`src/design/rmq_pkg.sv`:
```
// Shared constants and types for the rotation matrix to quaternion block.
// Used by the front stage, the square-root cells and the top level.
package rmq_pkg;

   localparam int FRAC_BITS_DEF = 14;
   localparam int ELEM_W        = 16;
   localparam int NUM_ELEMS     = 9;
   localparam int NUM_LANES     = 4;
   localparam int REQ_DATA_W    = 144;
   localparam int RSP_DATA_W    = 64;
   localparam int QUAT_W_W      = 15;
   localparam int QUAT_V_W      = 16;

   // Lane numbers inside the square-root chain.
   localparam int LANE_W = 0;
   localparam int LANE_X = 1;
   localparam int LANE_Y = 2;
   localparam int LANE_Z = 3;

   localparam logic [QUAT_W_W-1:0] W_MAX       = 15'h7FFF;
   localparam logic [QUAT_V_W-1:0] S_MAX       = 16'h7FFF;
   localparam logic [QUAT_V_W-1:0] S_MIN       = 16'h8000;
   localparam int unsigned         S_MAX_MAG   = 32767;
   localparam int unsigned         S_MIN_MAG   = 32768;

   // Sign handling of the vector part: bit 0 is x, bit 1 is y, bit 2 is z.
   typedef struct packed {
      logic [2:0] neg;
      logic [2:0] zero;
   } sign_flags_type;

endpackage

```
`src/design/rmq_front.sv`:
```
// Input stage: forms the four trace combinations, their magnitudes and the
// sign flags of the off-diagonal differences. Depends on rmq_pkg.
module rmq_front
   import rmq_pkg::*;
#(
   parameter int FRAC_BITS = FRAC_BITS_DEF,
   parameter int A_W       = 18,
   parameter int RW        = 32
) (
   input  logic                               clock,
   input  logic                               reset,
   input  logic                               in_valid,
   output logic                               in_ready,
   input  logic [REQ_DATA_W-1:0]              in_data,
   output logic                               out_valid,
   input  logic                               out_ready,
   output logic [NUM_LANES-1:0][RW-1:0]       rad_o,
   output sign_flags_type                     flags_o
);

   localparam int SW = A_W + 1;
   localparam logic [SW-1:0] ONE_S = SW'(1) << FRAC_BITS;

   logic [NUM_ELEMS-1:0][SW-1:0] e;
   logic [NUM_LANES-1:0][SW-1:0] s;
   logic [NUM_LANES-1:0][A_W-1:0] a;
   logic [ELEM_W:0] dx, dy, dz;

   logic                          valid_ff, valid_in;
   logic [NUM_LANES-1:0][RW-1:0]  rad_ff, rad_in;
   sign_flags_type                flags_ff, flags_in;
   logic                          load;

   always_comb begin
      for (int i = 0; i < NUM_ELEMS; i++) begin
         e[i] = {{(SW-ELEM_W){in_data[i*ELEM_W+ELEM_W-1]}}, in_data[i*ELEM_W +: ELEM_W]};
      end
   end

   // Element order: m11 m12 m13 m21 m22 m23 m31 m32 m33.
   assign s[LANE_W] = ONE_S + e[0] + e[4] + e[8];
   assign s[LANE_X] = ONE_S + e[0] - e[4] - e[8];
   assign s[LANE_Y] = ONE_S - e[0] + e[4] - e[8];
   assign s[LANE_Z] = ONE_S - e[0] - e[4] + e[8];

   always_comb begin
      for (int l = 0; l < NUM_LANES; l++) begin
         a[l]      = s[l][SW-1] ? A_W'(~s[l] + SW'(1)) : s[l][A_W-1:0];
         rad_in[l] = RW'({a[l], {FRAC_BITS{1'b0}}});
      end
   end

   assign dx = e[7][ELEM_W:0] - e[5][ELEM_W:0];
   assign dy = e[2][ELEM_W:0] - e[6][ELEM_W:0];
   assign dz = e[3][ELEM_W:0] - e[1][ELEM_W:0];

   // A positive difference gives a negative component.
   always_comb begin
      flags_in.zero = {dz == '0, dy == '0, dx == '0};
      flags_in.neg  = {!dz[ELEM_W] && (dz != '0),
                       !dy[ELEM_W] && (dy != '0),
                       !dx[ELEM_W] && (dx != '0)};
   end

   assign in_ready = !valid_ff || out_ready;
   assign load     = in_valid && in_ready;

   always_comb begin
      valid_in = valid_ff;
      if (load) begin
         valid_in = 1'b1;
      end else if (out_ready) begin
         valid_in = 1'b0;
      end
   end

   always_ff @(posedge clock) begin
      if (reset) begin
         valid_ff <= 1'b0;
      end else begin
         valid_ff <= valid_in;
      end
   end

   always_ff @(posedge clock) begin
      if (load) begin
         rad_ff   <= rad_in;
         flags_ff <= flags_in;
      end
   end

   assign out_valid = valid_ff;
   assign rad_o     = rad_ff;
   assign flags_o   = flags_ff;

endmodule

```
`config.mk`:
```
export PLATFORM = sky130hd
export DESIGN_NAME = rmq_front
export DESIGN_NICKNAME = d
export VERILOG_FILES = /design/src/design/rmq_pkg.sv /design/src/design/rmq_front.sv
export SDC_FILE = /design/constraint.sdc
export NUM_CORES = 1
export LEC_CHECK = 0
export BUFFER_PORTS_ARGS = -buffer_cell sky130_fd_sc_hd__buf_2
export CAP_MARGIN = 20
export CELL_PAD_IN_SITES_DETAIL_PLACEMENT = 1
export CELL_PAD_IN_SITES_GLOBAL_PLACEMENT = 1
export CORE_MARGIN = 2
export CORE_UTILIZATION = 38
export DETAILED_ROUTE_END_ITERATION = 12
export GPL_TIMING_DRIVEN = 0
export HOLD_SLACK_MARGIN = 0.02
export PLACE_DENSITY_LB_ADDON = 0.15
export SETUP_SLACK_MARGIN = 0.1
export SLEW_MARGIN = 40
export SYNTH_ARGS = -nofsm -noshare
export SYNTH_HDL_FRONTEND = slang
export SYNTH_SLANG_ARGS = --single-unit
```
`constraint.sdc`:
```
create_clock -name clock -period 4.7 [get_ports clock]
set_input_delay 0.235 -clock clock [delete_from_list [all_inputs] [get_ports clock]]
set_output_delay 0.235 -clock clock [all_outputs]
set_load 0.05 [all_outputs]
```
==> impl_metrics.tcl <==
set metrics [dict create \
    synthArstFlopShare_pct 0 \
    min_from "in_valid" \
    critPathArrivalTime_ps 4730 \
    max_stage_delay_ps 590 \
    yosys-top-cells-area "edfxtp_1 (19%), ha_1 (14%), fa_1 (12%), xnor2_1 (7.9%), inv_1 (4.8%)" \
    fin_util_pct 48.3 \
    yosys.area.top_type "edfxtp_1" \
    p_clk_share_pct 10.3 \
    floorplan.initialDensity_pct 38.4 \
    rsz0062_at_grt "yes" \
    finalMaxSlewViolations 0 \
    min_path_type "in -> reg" \
    ys_types 83 \
    clock_path_buffers 2 \
    cts_tree "yes" \
    drive_gt1_share_pct 27.0 \
    die_area_sq_mm 0.0322 \
    wl_met3_um 1590 \
    grt_overflow 0 \
    critical_path.top_delay_family "simple AND/OR/NAND/NOR gates" \
    cp-start-kind "input pin" \
    r2r_start "out_valid" \
    critPathKind "in -> reg" \
    max_cap_violations 0 \
    top_layer_used "met5" \
    crit_fanout 8 \
    grt_max_degree 41 \
    placed_cell_area_sq_mm 0.0136 \
    place.gp.congestion 0.832 \
    hold_violations 0 \
    detail-route-antenna-nets 0 \
    fillers 3644 \
    cp_data_required_time_ps 4880 \
    die_x_um 180 \
    drc 0 \
    grt_pass1_vias 10559 \
    postLayoutCellArea_sq_mm 0.0147 \
    min_period_ps 4540 \
    grt_use_total_pct 19.8 \
    clock.fmax_mhz 220 \
    drt_iter0_markers 315 \
    skew_ps 5.49 \
    ys_ff_latch 77 \
    p_per_area_mw_per_mm2 434 \
    wl_met2_um 16600 \
    power.switching_mw 3.26 \
    worst_setup_path_end_kind "flip-flop" \
    setup-tns-final_ps 0 \
    via_count 10336 \
    outcome "complete, no violations" \
    crit_chain "buf_12 -> or4_4 -> nor4_4 -> nand2_1 -> or2_4 -> nor4_4 -> xnor2_2 -> fa_2 -> ha_4 -> nand3_2 -> or3_4 -> o21ai_4 -> a21o_1 -> a21oi_2 -> o21bai_2 -> mux2_4 -> buf_12 -> a21oi_2 -> xor2_1" \
    wl_met1_um 14900 \
    slew_headroom_pct 51.6 \
    worst-path-buf-inv 2 \
    cp.depth 19 \
    irDropWorstVdd_mv 0.225 \
    syn_area_sq_mm 0.0117 \
    swShare_pct 51.0 \
    synth_edf_count 76 \
    vias_per_cell 5.07 \
    antenna_found_initial 8 \
    area_growth_pct 25.7 \
    post_drt_wl_per_cell_um 16.5 \
    path_clk_slew_ps 60 \
    yosysTopAreaCellShare_pct 19.5 \
    r2r_cells 3 \
    holdWs_ps 125 \
    cts_buffers 9 \
    pwr-share-comb_pct 70.4 \
    r2r_setup_slack_ps 3110 \
    cp-endpoint "rad_o[120]" \
    synthMostInstantiatedCell "inv_1" \
    leakagePower_nw 6.65 \
    drtPass1Iterations 5 \
    io_pins 284 \
    place_inst 1990 \
    synth.avg_cell_area_sq_um 8.93 \
    p_int_mw 3.13 \
    startpoint "in_data[4]" \
    dp_hpwl_um 27600 \
    final_nets 1974 \
    wirelength_um 33600 \
    synth-warning-count 0 \
    final-instance-count-excl-fill 2038 \
    postSynth.topFlopCell "edfxtp_1" \
    grt_pass1_wl_um 52500 \
    p_seq_share_pct 19.3 \
    insertion_delay_ps 360 \
    rows 64 \
    tightestPinTransition_ps 705 \
    cpMaxStageDelayCell "or4_4" \
    r2r_end "rad_o[17]" \
    io_buffers 227 \
    setup_viol 0 \
    ys_seq_area_share_pct 19.7 \
    htree_levels 3 \
    syn_inst 1311 \
    finalCritPeriodShare_pct 96.7 \
    cts-root-buf "clkbuf_16" \
    ys_top_cells_by_count "inv_1 (149), ha_1 (128), xnor2_1 (105)" \
    dieHeight_um 180 \
    cts.sinks 77 \
    coreArea_sq_mm 0.0305 \
]
per-stage QoR:
step / total power, mW / worst slack (ps)
final: 6.39 / 156
after global routing: 6.85 / -56.4
after CTS: 6.11 / 79.9
after detailed placement: 5.35 / -846
after global placement: 5.27 / -784
after floorplan: 4.42 / 110
routing by layer:
| metal | vias up | global-route usage, % |
|---|---|---|
| li1 | 5152 | - |
| met1 | 4927 | 24.4 |
| met2 | 232 | 35.5 |
| met3 | 23 | 3.85 |
| met4 | 2 | 5.20 |
| met5 | - | 0 |
area by class of cell:
type                    count  area [sq um]  share of cell area, %
diodes                      8          20.0                  0.136
repair buffers            254          1410                   9.57
plain buffers              72           513                   3.48
clock buffers              10           229                   1.55
clock inverters             6          40.0                  0.272
inverters                 149           559                   3.80
multi-input cells        1066          9160                   62.2
flip-flops and latches     77          2300                   15.6
well taps                 396           495                   3.36
tightest hold or removal path, cell delays in order:
cell,delay [ps]
buf_2,110
inv_1,50
a21oi_1,50
cells by family after synthesis:
group / count (synthesis) / synth area share (%)
buffers and inverters: 224 / 9.10
AO/OA/AOI/OAI: 303 / 17.4
other: 1 / 0.0320
AND/OR/NAND/NOR: 337 / 14.9
multiplexers: 19 / 1.73
XOR/XNOR: 151 / 11.5
flip-flops: 77 / 19.7
adder cells (fa/ha/maj): 199 / 25.6
cells in the final DEF (no fill, tap or decap), types with 9 or more instances in the layout:
cell       synthesis  layout
buf_4             59      81
nand2_1           68      66
or3_1             11      10
a31oi_1           20      19
nor2b_1           20      19
o21bai_1          11      10
clkbuf_1          13       9
nand4_1           10      10
edfxtp_1          76      76
a211oi_1          15      14
nand2b_1          26      26
o21ai_0           56      50
nor3_1            21      19
conb_1             1      56
nor2_1            84      76
and3_1             9       9
and2_1            12      11
o21a_1            13      13
nand3_1           23      21
a21oi_1           74      64
clkbuf_16          0      10
ha_1             128     118
a21o_1            19      19
xnor2_1          105      94
o31ai_1           12      12
inv_1            149     147
buf_2              3     225
mux2i_1           12       9
fa_1              69      65
xor2_1            44      43
nor4_1            15      10
xnor2_2            0      11
timing repair:
action,in CTS,in global routing
hold buffers,1,0
cloned,0,2
endpoints found under the hold margin,1,0
setup buffers,6,18
endpoints found under the setup margin,34,34
resized for setup,23,109
pin swaps,12,24
power groups by stage:
stage                     registers, mW  logic, mW  clock network, mW
after floorplan                    2.15       2.27                  0
after global placement             1.25       4.03                  0
after detailed placement           1.25       4.09                  0
after CTS                          1.24       4.18              0.684
after global routing               1.26       4.88              0.703
final                              1.23       4.50              0.658
sequential cells by signal (all words and copies together) (netlist names):
name and cells:
out_valid 1, rad_o 70, flags_o 6
how the worst min path moves through the flow:
| stage | endpoint | slack, ps | depth (start not counted) |
|---|---|---|---|
| 5_1_grt | out_valid | 120 | 3 |
| 6_report | out_valid | 120 | 3 |
| 3_3_place_gp | out_valid | 390 | 2 |
| 2_1_floorplan | out_valid | 300 | 1 |
| 4_1_cts | out_valid | 110 | 3 |
| 3_5_place_dp | out_valid | 390 | 2 |
Note: power is estimated with default switching activity, not from simulation.
