## config.mk

```make
export PLATFORM = sky130hd
export DESIGN_NAME = rmq_cell
export DESIGN_NICKNAME = d
export VERILOG_FILES = /design/src/design/rmq_pkg.sv /design/src/design/rmq_cell.sv
export SDC_FILE = /design/constraint.sdc
export NUM_CORES = 1
export LEC_CHECK = 0
export BUFFER_PORTS_ARGS = -buffer_cell sky130_fd_sc_hd__buf_2
export CORE_AREA = 2 2 213 215
export CTS_BUF_LIST = sky130_fd_sc_hd__clkbuf_2 sky130_fd_sc_hd__clkbuf_4 sky130_fd_sc_hd__clkbuf_8
export DETAILED_ROUTE_END_ITERATION = 8
export DIE_AREA = 0 0 215 217
export HOLD_SLACK_MARGIN = 0.15
export SYNTH_ARGS = -nofsm -noshare
export SYNTH_HDL_FRONTEND = slang
export SYNTH_SLANG_ARGS = --single-unit
```

## constraint.sdc

```tcl
create_clock -name clock -period 19.8 [get_ports clock]
set_input_delay 0.99 -clock clock [delete_from_list [all_inputs] [get_ports clock]]
set_output_delay 0.99 -clock clock [all_outputs]
set_load 0.02 [all_outputs]
```

## src/design/rmq_pkg.sv

```systemverilog
// Shared constants and types for the rotation matrix to quaternion block.
// Used by the front stage, the square-root cells and the top level.
package rmq_pkg;

   localparam int FRAC_BITS_DEF = 14;
   localparam int ELEM_W        = 16;
   localparam int NUM_ELEMS     = 9;
   localparam int NUM_LANES     = 4;
   localparam int REQ_DATA_W    = 144;
   localparam int RSP_DATA_W    = 64;
   localparam int QUAT_W_W      = 15;
   localparam int QUAT_V_W      = 16;

   // Lane numbers inside the square-root chain.
   localparam int LANE_W = 0;
   localparam int LANE_X = 1;
   localparam int LANE_Y = 2;
   localparam int LANE_Z = 3;

   localparam logic [QUAT_W_W-1:0] W_MAX       = 15'h7FFF;
   localparam logic [QUAT_V_W-1:0] S_MAX       = 16'h7FFF;
   localparam logic [QUAT_V_W-1:0] S_MIN       = 16'h8000;
   localparam int unsigned         S_MAX_MAG   = 32767;
   localparam int unsigned         S_MIN_MAG   = 32768;

   // Sign handling of the vector part: bit 0 is x, bit 1 is y, bit 2 is z.
   typedef struct packed {
      logic [2:0] neg;
      logic [2:0] zero;
   } sign_flags_type;

endpackage

```

## src/design/rmq_cell.sv

```systemverilog
// One square-root cell: settles one root bit for each of the four lanes and
// hands the shifted radicand, remainder and partial root on. Depends on rmq_pkg.
module rmq_cell
   import rmq_pkg::*;
#(
   parameter int RW     = 32,
   parameter int ROOT_W = 16
) (
   input  logic                                  clock,
   input  logic                                  reset,
   input  logic                                  valid_i,
   output logic                                  ready_o,
   input  logic [NUM_LANES-1:0][RW-1:0]          rad_i,
   input  logic [NUM_LANES-1:0][ROOT_W+1:0]      rem_i,
   input  logic [NUM_LANES-1:0][ROOT_W-1:0]      root_i,
   input  sign_flags_type                        flags_i,
   output logic                                  valid_o,
   input  logic                                  ready_i,
   output logic [NUM_LANES-1:0][RW-1:0]          rad_o,
   output logic [NUM_LANES-1:0][ROOT_W+1:0]      rem_o,
   output logic [NUM_LANES-1:0][ROOT_W-1:0]      root_o,
   output sign_flags_type                        flags_o
);

   localparam int REM_W = ROOT_W + 2;

   logic                                valid_ff, valid_in;
   logic [NUM_LANES-1:0][RW-1:0]        rad_ff, rad_in;
   logic [NUM_LANES-1:0][REM_W-1:0]     rem_ff, rem_in;
   logic [NUM_LANES-1:0][ROOT_W-1:0]    root_ff, root_in;
   sign_flags_type                      flags_ff;
   logic [NUM_LANES-1:0][REM_W-1:0]     rem_t, trial;
   logic                                load;

   // Restoring square root: bring in the next two radicand bits and try
   // to subtract 4*root + 1.
   always_comb begin
      for (int l = 0; l < NUM_LANES; l++) begin
         rem_t[l] = {rem_i[l][ROOT_W-1:0], rad_i[l][RW-1:RW-2]};
         trial[l] = {root_i[l], 2'b01};
         rad_in[l] = {rad_i[l][RW-3:0], 2'b00};
         if (rem_t[l] >= trial[l]) begin
            rem_in[l]  = rem_t[l] - trial[l];
            root_in[l] = {root_i[l][ROOT_W-2:0], 1'b1};
         end else begin
            rem_in[l]  = rem_t[l];
            root_in[l] = {root_i[l][ROOT_W-2:0], 1'b0};
         end
      end
   end

   assign ready_o = !valid_ff || ready_i;
   assign load    = valid_i && ready_o;

   always_comb begin
      valid_in = valid_ff;
      if (load) begin
         valid_in = 1'b1;
      end else if (ready_i) begin
         valid_in = 1'b0;
      end
   end

   always_ff @(posedge clock) begin
      if (reset) begin
         valid_ff <= 1'b0;
      end else begin
         valid_ff <= valid_in;
      end
   end

   always_ff @(posedge clock) begin
      if (load) begin
         rad_ff   <= rad_in;
         rem_ff   <= rem_in;
         root_ff  <= root_in;
         flags_ff <= flags_i;
      end
   end

   assign valid_o = valid_ff;
   assign rad_o   = rad_ff;
   assign rem_o   = rem_ff;
   assign root_o  = root_ff;
   assign flags_o = flags_ff;

endmodule

```

==> results of run 1 <==
==> Yosys cell counts, drive strengths merged, types with 2 or more instances <==
cell | count | area share (%)
edfxtp | 262 | 63
nor4 | 3 | 0.15
nor2b | 4 | 0.26
a221oi | 2 | 0.19
a31o | 2 | 0.14
o21bai | 4 | 0.24
inv | 95 | 2.9
o2111ai | 2 | 0.14
or3 | 2 | 0.10
a311oi | 4 | 0.28
clkbuf | 8 | 0.35
ha | 72 | 7.2
nor2 | 35 | 1.1
a311o | 2 | 0.16
nor3 | 10 | 0.49
xnor2 | 35 | 2.5
o31ai | 3 | 0.18
nand4 | 7 | 0.35
a2111oi | 4 | 0.48
a211oi | 3 | 0.18
a31oi | 8 | 0.45
and4 | 2 | 0.14
xor2 | 24 | 1.7
and3 | 5 | 0.26
a221o | 2 | 0.16
nand2 | 47 | 1.4
o311ai | 3 | 0.21
nand2b | 9 | 0.45
o21ai | 44 | 1.9
a21boi | 3 | 0.18
o41ai | 2 | 0.14
mux2i | 5 | 0.40
a22o | 2 | 0.14
a21oi | 66 | 2.7
and2 | 4 | 0.20
a21o | 25 | 1.5
nand3 | 17 | 0.68
buf | 17 | 1.1
mux2 | 36 | 3.4
o21a | 12 | 0.72
o211ai | 11 | 0.70
==> layout make-up <==
class | count | area share (%)
multi-input cells | 540 | 24.4
clock inverters | 22 | 1.10
inverters | 95 | 2.14
flip-flops and latches | 263 | 47.3
well taps | 600 | 4.50
clock buffers | 60 | 4.46
repair buffers | 534 | 16.1
diodes | 2 | 0.0300
==> cells by family after synthesis <==
family | count (synthesis) | share of synthesized area (%)
adder cells (fa/ha/maj) | 72 | 7.23
multiplexers | 41 | 3.83
buffers and inverters | 120 | 4.32
flip-flops | 263 | 63.3
AND/OR/NAND/NOR | 148 | 5.75
other | 1 | 0.0301
AO/OA/AOI/OAI | 212 | 11.4
XOR/XNOR | 59 | 4.15
==> power by group <==
group | leakage (nW) | total, mW | internal [mW] | switching (mW)
sequential | 2.54 | 0.677 | 0.667 | 0.0102
combinational | 4.40 | 0.298 | 0.115 | 0.183
clock | 0.486 | 0.513 | 0.285 | 0.228
==> per-stage QoR <==
stage | hold WS [ns] | cells
2_1_floorplan | 0.729 | 923
3_3_place_gp | 0.538 | 2032
3_5_place_dp | 0.544 | 2032
4_1_cts | 0.489 | 2114
5_1_grt | 0.507 | 2114
6_report | 0.563 | 2116
==> worst max-delay path, stage by stage <==
cell	delay (ns)
buf_2	0.10
inv_1	0.05
ha_1	0.41
nand2_1	0.13
nor2_1	0.16
nand3_1	0.16
o41ai_1	0.45
a21o_2	0.20
a31o_1	0.79
mux2_2	0.43
==> layer usage <==
layer  global-route usage [%]  part of all wire (%)  vias to the layer above
li1                         -                     -                     4537
met1                     17.7                    41                     4451
met2                     24.3                    48                      379
met3                     4.64                   8.5                       52
met4                     4.94                   2.5                        4
met5                        0                 0.063                        -
==> registers in the layout, summed over array words and instances (netlist names) <==
register  cells
flags_o       6
rad_o       120
rem_o        72
root_o       64
valid_o       1
==> how the worst max path moves through the flow <==
stage | startpoint | endpoint | slack, ns
2_1_floorplan | ready_i | flags_o[0]$_DFFE_PP_ | 11.91
3_3_place_gp | root_i[26] | rem_o[26]$_DFFE_PP_ | 15.74
3_5_place_dp | root_i[26] | rem_o[20]$_DFFE_PP_ | 15.65
4_1_cts | root_i[26] | rem_o[24]$_DFFE_PP_ | 16.31
5_1_grt | root_i[26] | rem_o[24]$_DFFE_PP_ | 16.09
6_report | root_i[26] | rem_o[26]$_DFFE_PP_ | 16.25
==> impl_metrics.ini, run 1 <==
[outcome]
outcome = finished clean

[worst_hold_path]
holdPathEnd = valid_o$_SDFFE_PP0P_
min_from = valid_o$_SDFFE_PP0P_
worstHoldPathCells = 2
hold_class = flip-flop to flip-flop

[floorplan]
fp.dieW_um = 215
core_um2 = 44700
ios = 546
die_h_um = 217
rows = 78
initial_core_util_pct = 27.9
die-area_um2 = 46700

[worst_setup_path]
path_max_fanout = 19
r2r-end = rem_o[69]$_DFFE_PP_
cp_data_arrival_time_ns = 3.89
startpoint_type = input pin
reg2reg_depth = 4
critPathCaptureType = flip-flop
timing.reg2reg.setup_slack_ns = 16.54
critPathKind = input pin to flip-flop
worstReg2RegStart = valid_o$_SDFFE_PP0P_
required_ns = 20.13

[timing]
setup-violations-final = 0
worstMarginPinSlew_ns = 1.04
skew_ns = 0.0191
slew_headroom_pct = 30.8
setup_ws_ns = 16.25
drv_slew = 0
clock.fmax_mhz = 281
rsz0062_at_grt = false
fin_setup_tns_ns = 0
layout_min_cycle_time_ns = 3.55
fin_crit_sh_pct = 18.0
hold_viol = 0

[global_routing]
antenna_found_initial = 5
grt_util_all_layers_pct = 14.5
grt_pass1_wl_um = 53200
grt_pass1_vias = 9489
overflow = 0
grt_max_degree = 79

[power]
power.total_mw = 1.49
p_per_area_nw_per_um2 = 89.2
max-vdd-ir-drop_v = 0.0000620
p_leak_nw = 7.43

[clock_network]
post_cts_buffers = 0
cts.path.max_buffers = 3
cts.hold.buffers_added = 0
root_buffer = clkbuf_8
numCtsBuffers = 46
cts_resized = 0
clock_latency_ns = 0.57
path_clk_slew_ns = 0.06
cts_tree = done
clock_sinks = 263
h-tree-depth = 2

[yosys]
synth_cell_types = 73
yosysWarnings = 0
syn-cell-area_um2 = 12500
dominantRegCellSynth = edfxtp_1
ys_seq_area_share_pct = 63.3
ys_async_sr_fraction_pct = 0
ys_seq_elements = 263
syn_area_per_cell_um2 = 13.6
synth_cells = 916
synth_edf_count = 262

[finish]
synthToLayoutAreaGrowth_pct = 33.8
layout_common_cells = 529 x buf_2, 262 x edfxtp_1, 95 x inv_1
drive_gt1_share_pct = 43.8
design_area_um2 = 16700
n_fill_cell = 4413
seqCellArea_um2 = 7890
utilization_pct = 37.3
final_common_cell = buf_2
multiInputGateArea_um2 = 4070
fin_nets = 1826

[placed_design]
dpl-instance-area_um2 = 15700
dp_hpwl_um = 27400
port_buffers = 529
gp_congestion = 0.856
place_ws_ns = 15.65

[flow_run]
max_cap_viol_count = 0

[detailed_routing]
num_vias = 9423
drt-total-wl_um = 35200
drtIter0Drc = 548
wire_per_inst_um = 16.6
viasPerCell = 4.45
firstDrtPassIters = 4
ant_nets = 0
drc = 0
Power figures use the tool's default switching activity.
==> run 2: changes to the inputs <==
==> constraint.sdc (replaced) <==
create_clock -name clock -period 3.73 [get_ports clock]
set_input_delay 0.1865 -clock clock [delete_from_list [all_inputs] [get_ports clock]]
set_output_delay 0.1865 -clock clock [all_outputs]
set_load 0.02 [all_outputs]
==> impl_metrics.ini, run 2 (same netlist as run 1, synthesis figures left out) <==
[timing]
fin_setup_tns_ns = 0
whs_ns = 0.235
setup-violations-final = 0
rsz0062_at_grt = false
layout_min_cycle_time_ns = 2.98
fin_crit_sh_pct = 80.0
slew_headroom_pct = 44.2
hold_viol = 0
skew_ns = 0.0114
clock.fmax_mhz = 335
worstMarginPinSlew_ns = 0.836
drv_slew = 0

[detailed_routing]
viasPerCell = 4.46
wire_per_inst_um = 16.7
firstDrtPassIters = 5
num_vias = 10700
drc = 0
drtIter0Drc = 604
ant_nets = 0
drt-total-wl_um = 39900

[worst_setup_path]
slowest_stage = dlygate4sd3_1
timing.reg2reg.setup_slack_ns = 1.74
critPathCaptureType = flip-flop
crit_top_cell = dlygate4sd3_1
path_delay_family = buffers and inverters
r2r-end = root_o[26]$_DFFE_PP_
critPathKind = input pin to flip-flop
required_ns = 4.05
reg2reg_depth = 3
startpoint_type = input pin
cp_data_arrival_time_ns = 3.30
slowest_delay_ns = 0.56
critical_path_buf_inv_count = 5
worstReg2RegStart = valid_o$_SDFFE_PP0P_
path_max_fanout = 12
path_cells = dlygate4sd3_1, buf_2, inv_1, ha_1, and4_1, nand2_1, nor3_1, a221oi_1, o21ai_2, buf_4, nor2_1, a21oi_1, dlygate4sd3_1

[floorplan]
core_um2 = 44700
rows = 78
die-area_um2 = 46700
fp.dieW_um = 215
ios = 546
initial_core_util_pct = 27.9
die_h_um = 217

[clock_network]
numCtsBuffers = 45
clock_sinks = 263
h-tree-depth = 2
cts.path.max_buffers = 3
path_clk_slew_ns = 0.06
post_cts_buffers = 0
clock_latency_ns = 0.58
root_buffer = clkbuf_8
cts_tree = done

[finish]
largest_register_ffs = 120
fin_cells = 2387
final_common_cell = buf_2
layout_common_cells = 529 x buf_2, 262 x edfxtp_1, 261 x dlygate4sd3_1
fin_nets = 2098
drive_gt1_share_pct = 37.6
utilization_pct = 43.5
synthToLayoutAreaGrowth_pct = 56.1

[global_routing]
grt_pass1_vias = 11100
grt_util_all_layers_pct = 16.2
overflow = 0
antenna_found_initial = 1
grt_pass1_wl_um = 60000
grt_max_degree = 64

[flow_run]
max_cap_viol_count = 0

[power]
max-vdd-ir-drop_v = 0.000283
clkPwrFrac_pct = 34.2
p_comb_share_pct = 22.4
power.internal_mw = 5.98
seqPwrFrac_pct = 43.4
power_switching_share_pct = 27.8
p_switching_mw = 2.31
p_leak_nw = 8.60
p_per_area_nw_per_um2 = 426

[worst_hold_path]
hold_class = input pin to flip-flop
worstHoldPathCells = 5
holdPathEnd = rem_o[32]$_DFFE_PP_
min_from = root_i[31]

[placed_design]
dp_hpwl_um = 28000
port_buffers = 529
gp_congestion = 0.831
dp_cells = 2044

[outcome]
outcome = finished clean
run 2: area by class of cell:
| class | count | area (um2) |
|---|---|---|
| fillers | 4117 | 25200 |
| flip-flops and latches | 263 | 7890 |
| repair buffers | 807 | 5430 |
| multi-input cells | 540 | 4070 |
| well taps | 600 | 751 |
| clock buffers | 59 | 731 |
| inverters | 95 | 357 |
| clock inverters | 22 | 235 |
| diodes | 1 | 2.50 |
run 2: layer usage:
| metal | vias up | wire length (um) | track usage (%) |
|---|---|---|---|
| li1 | 5074 | - | - |
| met1 | 5084 | 16300 | 19.2 |
| met2 | 435 | 19700 | 28.6 |
| met3 | 64 | 2940 | 4.44 |
| met4 | 0 | 966 | 5.08 |
| met5 | - | 0 | 0 |
run 2: worst max path at each step:
stage | start | endpoint | slack, ns | cells past startpoint
after global routing | root_i[55] | rem_o[55]$_DFFE_PP_ | 0.63 | 13
final | root_i[55] | rem_o[55]$_DFFE_PP_ | 0.75 | 13
after floorplan | valid_o$_SDFFE_PP0P_ | flags_o[0]$_DFFE_PP_ | 0.80 | 2
after detailed placement | root_i[26] | rem_o[25]$_DFFE_PP_ | 0.80 | 11
after global placement | root_i[26] | rem_o[27]$_DFFE_PP_ | 0.79 | 11
after CTS | rem_i[57] | rem_o[55]$_DFFE_PP_ | 0.84 | 12
run 2: stage by stage:
stage                     setup slack [ns]  power [mW]  cell area, um2
after floorplan                      0.798        4.70           12500
after global placement               0.795        5.25           15900
after detailed placement             0.798        5.27           15900
after CTS                            0.844        8.38           19500
after global routing                 0.631        8.68           19500
final                                0.748        8.29           19500
run 2: worst min-delay path: cells and delay by family:
kind,cells,cell delay [ns]
buffers and inverters,2,0.15
adder cells (fa/ha/maj),1,0.14
AO/OA/AOI/OAI,2,0.21
run 2: what timing repair did:
item	in CTS	in global routing
endpoints found under the hold margin	259	0
hold buffers	261	0
gates resized for setup	0	0
run 2: power by group through the flow:
stage / Combinational [mW] / Clock [mW] / Sequential (mW)
after floorplan: 0.759 / 0 / 3.95
after global placement: 1.60 / 0 / 3.65
after detailed placement: 1.62 / 0 / 3.65
after CTS: 1.85 / 2.93 / 3.59
after global routing: 2.01 / 3.05 / 3.61
final: 1.86 / 2.84 / 3.60
==> run 3: changes to the inputs <==
--- a/config.mk
+++ b/config.mk
@@ -5,11 +5,13 @@
 export SDC_FILE = /design/constraint.sdc
 export NUM_CORES = 1
 export LEC_CHECK = 0
+export ABC_AREA = 1
 export BUFFER_PORTS_ARGS = -buffer_cell sky130_fd_sc_hd__buf_2
-export CORE_AREA = 2 2 213 215
+export CORE_ASPECT_RATIO = 2
+export CORE_MARGIN = 1.5
+export CORE_UTILIZATION = 30
 export CTS_BUF_LIST = sky130_fd_sc_hd__clkbuf_2 sky130_fd_sc_hd__clkbuf_4 sky130_fd_sc_hd__clkbuf_8
 export DETAILED_ROUTE_END_ITERATION = 8
-export DIE_AREA = 0 0 215 217
 export HOLD_SLACK_MARGIN = 0.15
 export SYNTH_ARGS = -nofsm -noshare
 export SYNTH_HDL_FRONTEND = slang
==> constraint.sdc (replaced) <==
create_clock -name clock -period 2.6 [get_ports clock]
set_input_delay 0.13 -clock clock [delete_from_list [all_inputs] [get_ports clock]]
set_output_delay 0.13 -clock clock [all_outputs]
set_load 0.02 [all_outputs]
==> impl_metrics.ini, run 3 <==
[power]
power.total_mw = 11.5
clkPwrFrac_pct = 30.5
p_comb_share_pct = 24.6
max-vdd-ir-drop_v = 0.000497
power_switching_share_pct = 30.3
p_switching_mw = 3.50
power.internal_mw = 8.03
p_per_area_nw_per_um2 = 565
seqPwrFrac_pct = 44.9
p_leak_nw = 10.0

[yosys]
syn-cell-area_um2 = 13700
synth_cells = 1414
synth_cell_types = 31
ys_async_sr_fraction_pct = 0
syn_area_per_cell_um2 = 9.66
ys_seq_area_share_pct = 57.8
ys_seq_elements = 263
dominantRegCellSynth = edfxtp_1
ys_top_cells_by_area = edfxtp_1 58%, nand2_1 13%, ha_1 6.6%, inv_1 5.8%, nand3_1 4.2%
yosysWarnings = 0
yosysMostFrequentCell = nand2_1
yosysTopAreaCellShare_pct = 57.6
synthTopCellsByCount = 482 x nand2_1, 262 x edfxtp_1, 210 x inv_1, 114 x nand3_1, 72 x ha_1
synth_edf_count = 262
yosys.area.top_type = edfxtp_1

[floorplan]
core_um2 = 45000
initial_core_util_pct = 30.3
ios = 546
rows = 110
die-area_um2 = 46900
fp.dieW_um = 154
die_h_um = 305

[worst_setup_path]
path_max_fanout = 17
cp_data_arrival_time_ns = 2.96
critPathCaptureType = flip-flop
critPathKind = input pin to flip-flop
crit_top_cell = nand2_1
path_delay_family = buffers and inverters
cp-startpoint = rem_i[47]
required_ns = 3.04
slowest_delay_ns = 0.54
worstReg2RegStart = valid_o$_SDFFE_PP0P_
startpoint_type = input pin
path_cells = dlygate4sd3_1, buf_2, ha_1, a21oi_1, nand2_1, a21oi_1, nand2_1, nand2_2, nand2_4, inv_6, nand2_1, nand2_1, dlygate4sd3_1
slowest_stage = dlygate4sd3_1
critical_path_buf_inv_count = 4

[detailed_routing]
drc = 0
drt-total-wl_um = 45800
viasPerCell = 4.50
firstDrtPassIters = 5
drtIter0Drc = 527
wire_per_inst_um = 16.2
num_vias = 12800
ant_nets = 0

[global_routing]
antenna_found_initial = 4
grt_pass1_vias = 13200
top_usage_layer = met2
use_met3_pct = 4.35
grtUsageMet1_pct = 17.8
overflow = 0
grt_max_degree = 107
grt_util_all_layers_pct = 18.9
grtUsageMet2_pct = 37.6
grt_pass1_wl_um = 69200

[timing]
drv_slew = 0
clock.fmax_mhz = 398
setup-violations-final = 0
slew_headroom_pct = 53.2
hold_viol = 0
setup_ws_ns = 0.0846
skew_ns = 0.0124
rsz0062_at_grt = true
worstMarginPinSlew_ns = 0.702
layout_min_cycle_time_ns = 2.52
fin_crit_sh_pct = 96.7
fin_setup_tns_ns = 0

[finish]
fin_nets = 2592
multiInputGateArea_um2 = 4790
layout_common_cells = 529 x buf_2, 482 x nand2_1, 262 x edfxtp_1, 262 x dlygate4sd3_1, 210 x inv_1
largest_register_ffs = 120
synthToLayoutAreaGrowth_pct = 49.5
seqCellArea_um2 = 7890
final_common_cell = buf_2
n_fill_cell = 4221
drive_gt1_share_pct = 28.4

[worst_hold_path]
hold_class = input pin to flip-flop
min_from = root_i[15]

[clock_network]
clock_latency_ns = 0.57
cts_tree = done
cts.path.max_buffers = 3
root_buffer = clkbuf_8
path_clk_slew_ns = 0.07
clock_sinks = 263
numCtsBuffers = 41
h-tree-depth = 2

[placed_design]
gp_congestion = 0.898
port_buffers = 529
dp_hpwl_um = 34000
place_ws_ns = 0.374

[flow_run]
max_cap_viol_count = 0

[outcome]
outcome = finished clean
[run 3: changes by cell type after synthesis, sizes merged, moves of 20 or more]
cell / before / now
nand3b: 1 / 26
a21o: 25 / 0
o21ai: 44 / 24
nand2: 47 / 496
mux2: 36 / 0
inv: 95 / 217
nand3: 17 / 115
xnor2: 35 / 4
nor2: 35 / 67
[run 3: worst paths after layout]
path	slack, ns	cells after the start	endpoint
max reg2reg	0.99	2	rad_o[21]$_DFFE_PP_
min reg2reg	0.90	2	rad_o[124]$_DFFE_PP_
max	0.08	13	rem_o[39]$_DFFE_PP_
min	0.22	6	rem_o[17]$_DFFE_PP_
[run 3: kinds of logic after synthesis]
kind of cell	Yosys count	share of synthesized area, %
buffers and inverters	240	7.48
AO/OA/AOI/OAI	81	3.41
other	1	0.0275
flip-flops	263	57.8
adder cells (fa/ha/maj)	72	6.60
XOR/XNOR	34	2.18
AND/OR/NAND/NOR	723	22.6
[run 3: power groups by stage]
| stage | logic [mW] | clock network, mW | registers (mW) |
|---|---|---|---|
| global placement | 2.45 | 0 | 5.26 |
| finish | 2.83 | 3.52 | 5.18 |
| CTS | 2.81 | 3.65 | 5.18 |
| detailed placement | 2.47 | 0 | 5.26 |
| floorplan | 1.19 | 0 | 5.69 |
| global route | 3.10 | 3.80 | 5.20 |
[run 3: worst reg2reg max path, cell delays in order (launching register included)]
cell	delay (ns)
dfxtp_4	0.37
a21oi_4	0.23
buf_4	0.59
[run 3: area by class of cell]
class                      instances  area share (%)
tap                              560            3.43
antenna                            1          0.0123
clock buffer                      53            3.21
sequential                       263            38.7
inverter                         217            4.01
multi-input combinational        919            23.5
timing repair buffer             804            26.5
clock inverter                    19           0.711
[run 3: per-stage QoR]
step	hold slack [ns]	cells	utilization [%]	instance area, um2
2_1_floorplan	0.189	1421	-	13700
3_3_place_gp	0.278	2494	37.6	16900
6_report	0.221	2836	45.4	20400
4_1_cts	0.162	2828	45.2	20300
3_5_place_dp	0.281	2494	37.6	16900
5_1_grt	0.213	2836	45.4	20400
[run 3: routing by layer]
metal / up-vias / wire length [um]
met5: - / 20
li1: 6291 / -
met2: 549 / 24800
met4: 4 / 1880
met3: 104 / 3100
met1: 5802 / 16000
[run 3: what timing repair did]
action | CTS | global route
buffers inserted | 0 | 6
hold buffers | 262 | 0
resized for setup | 0 | 2
setup endpoints to repair | 0 | 2
hold endpoints to repair | 259 | 0
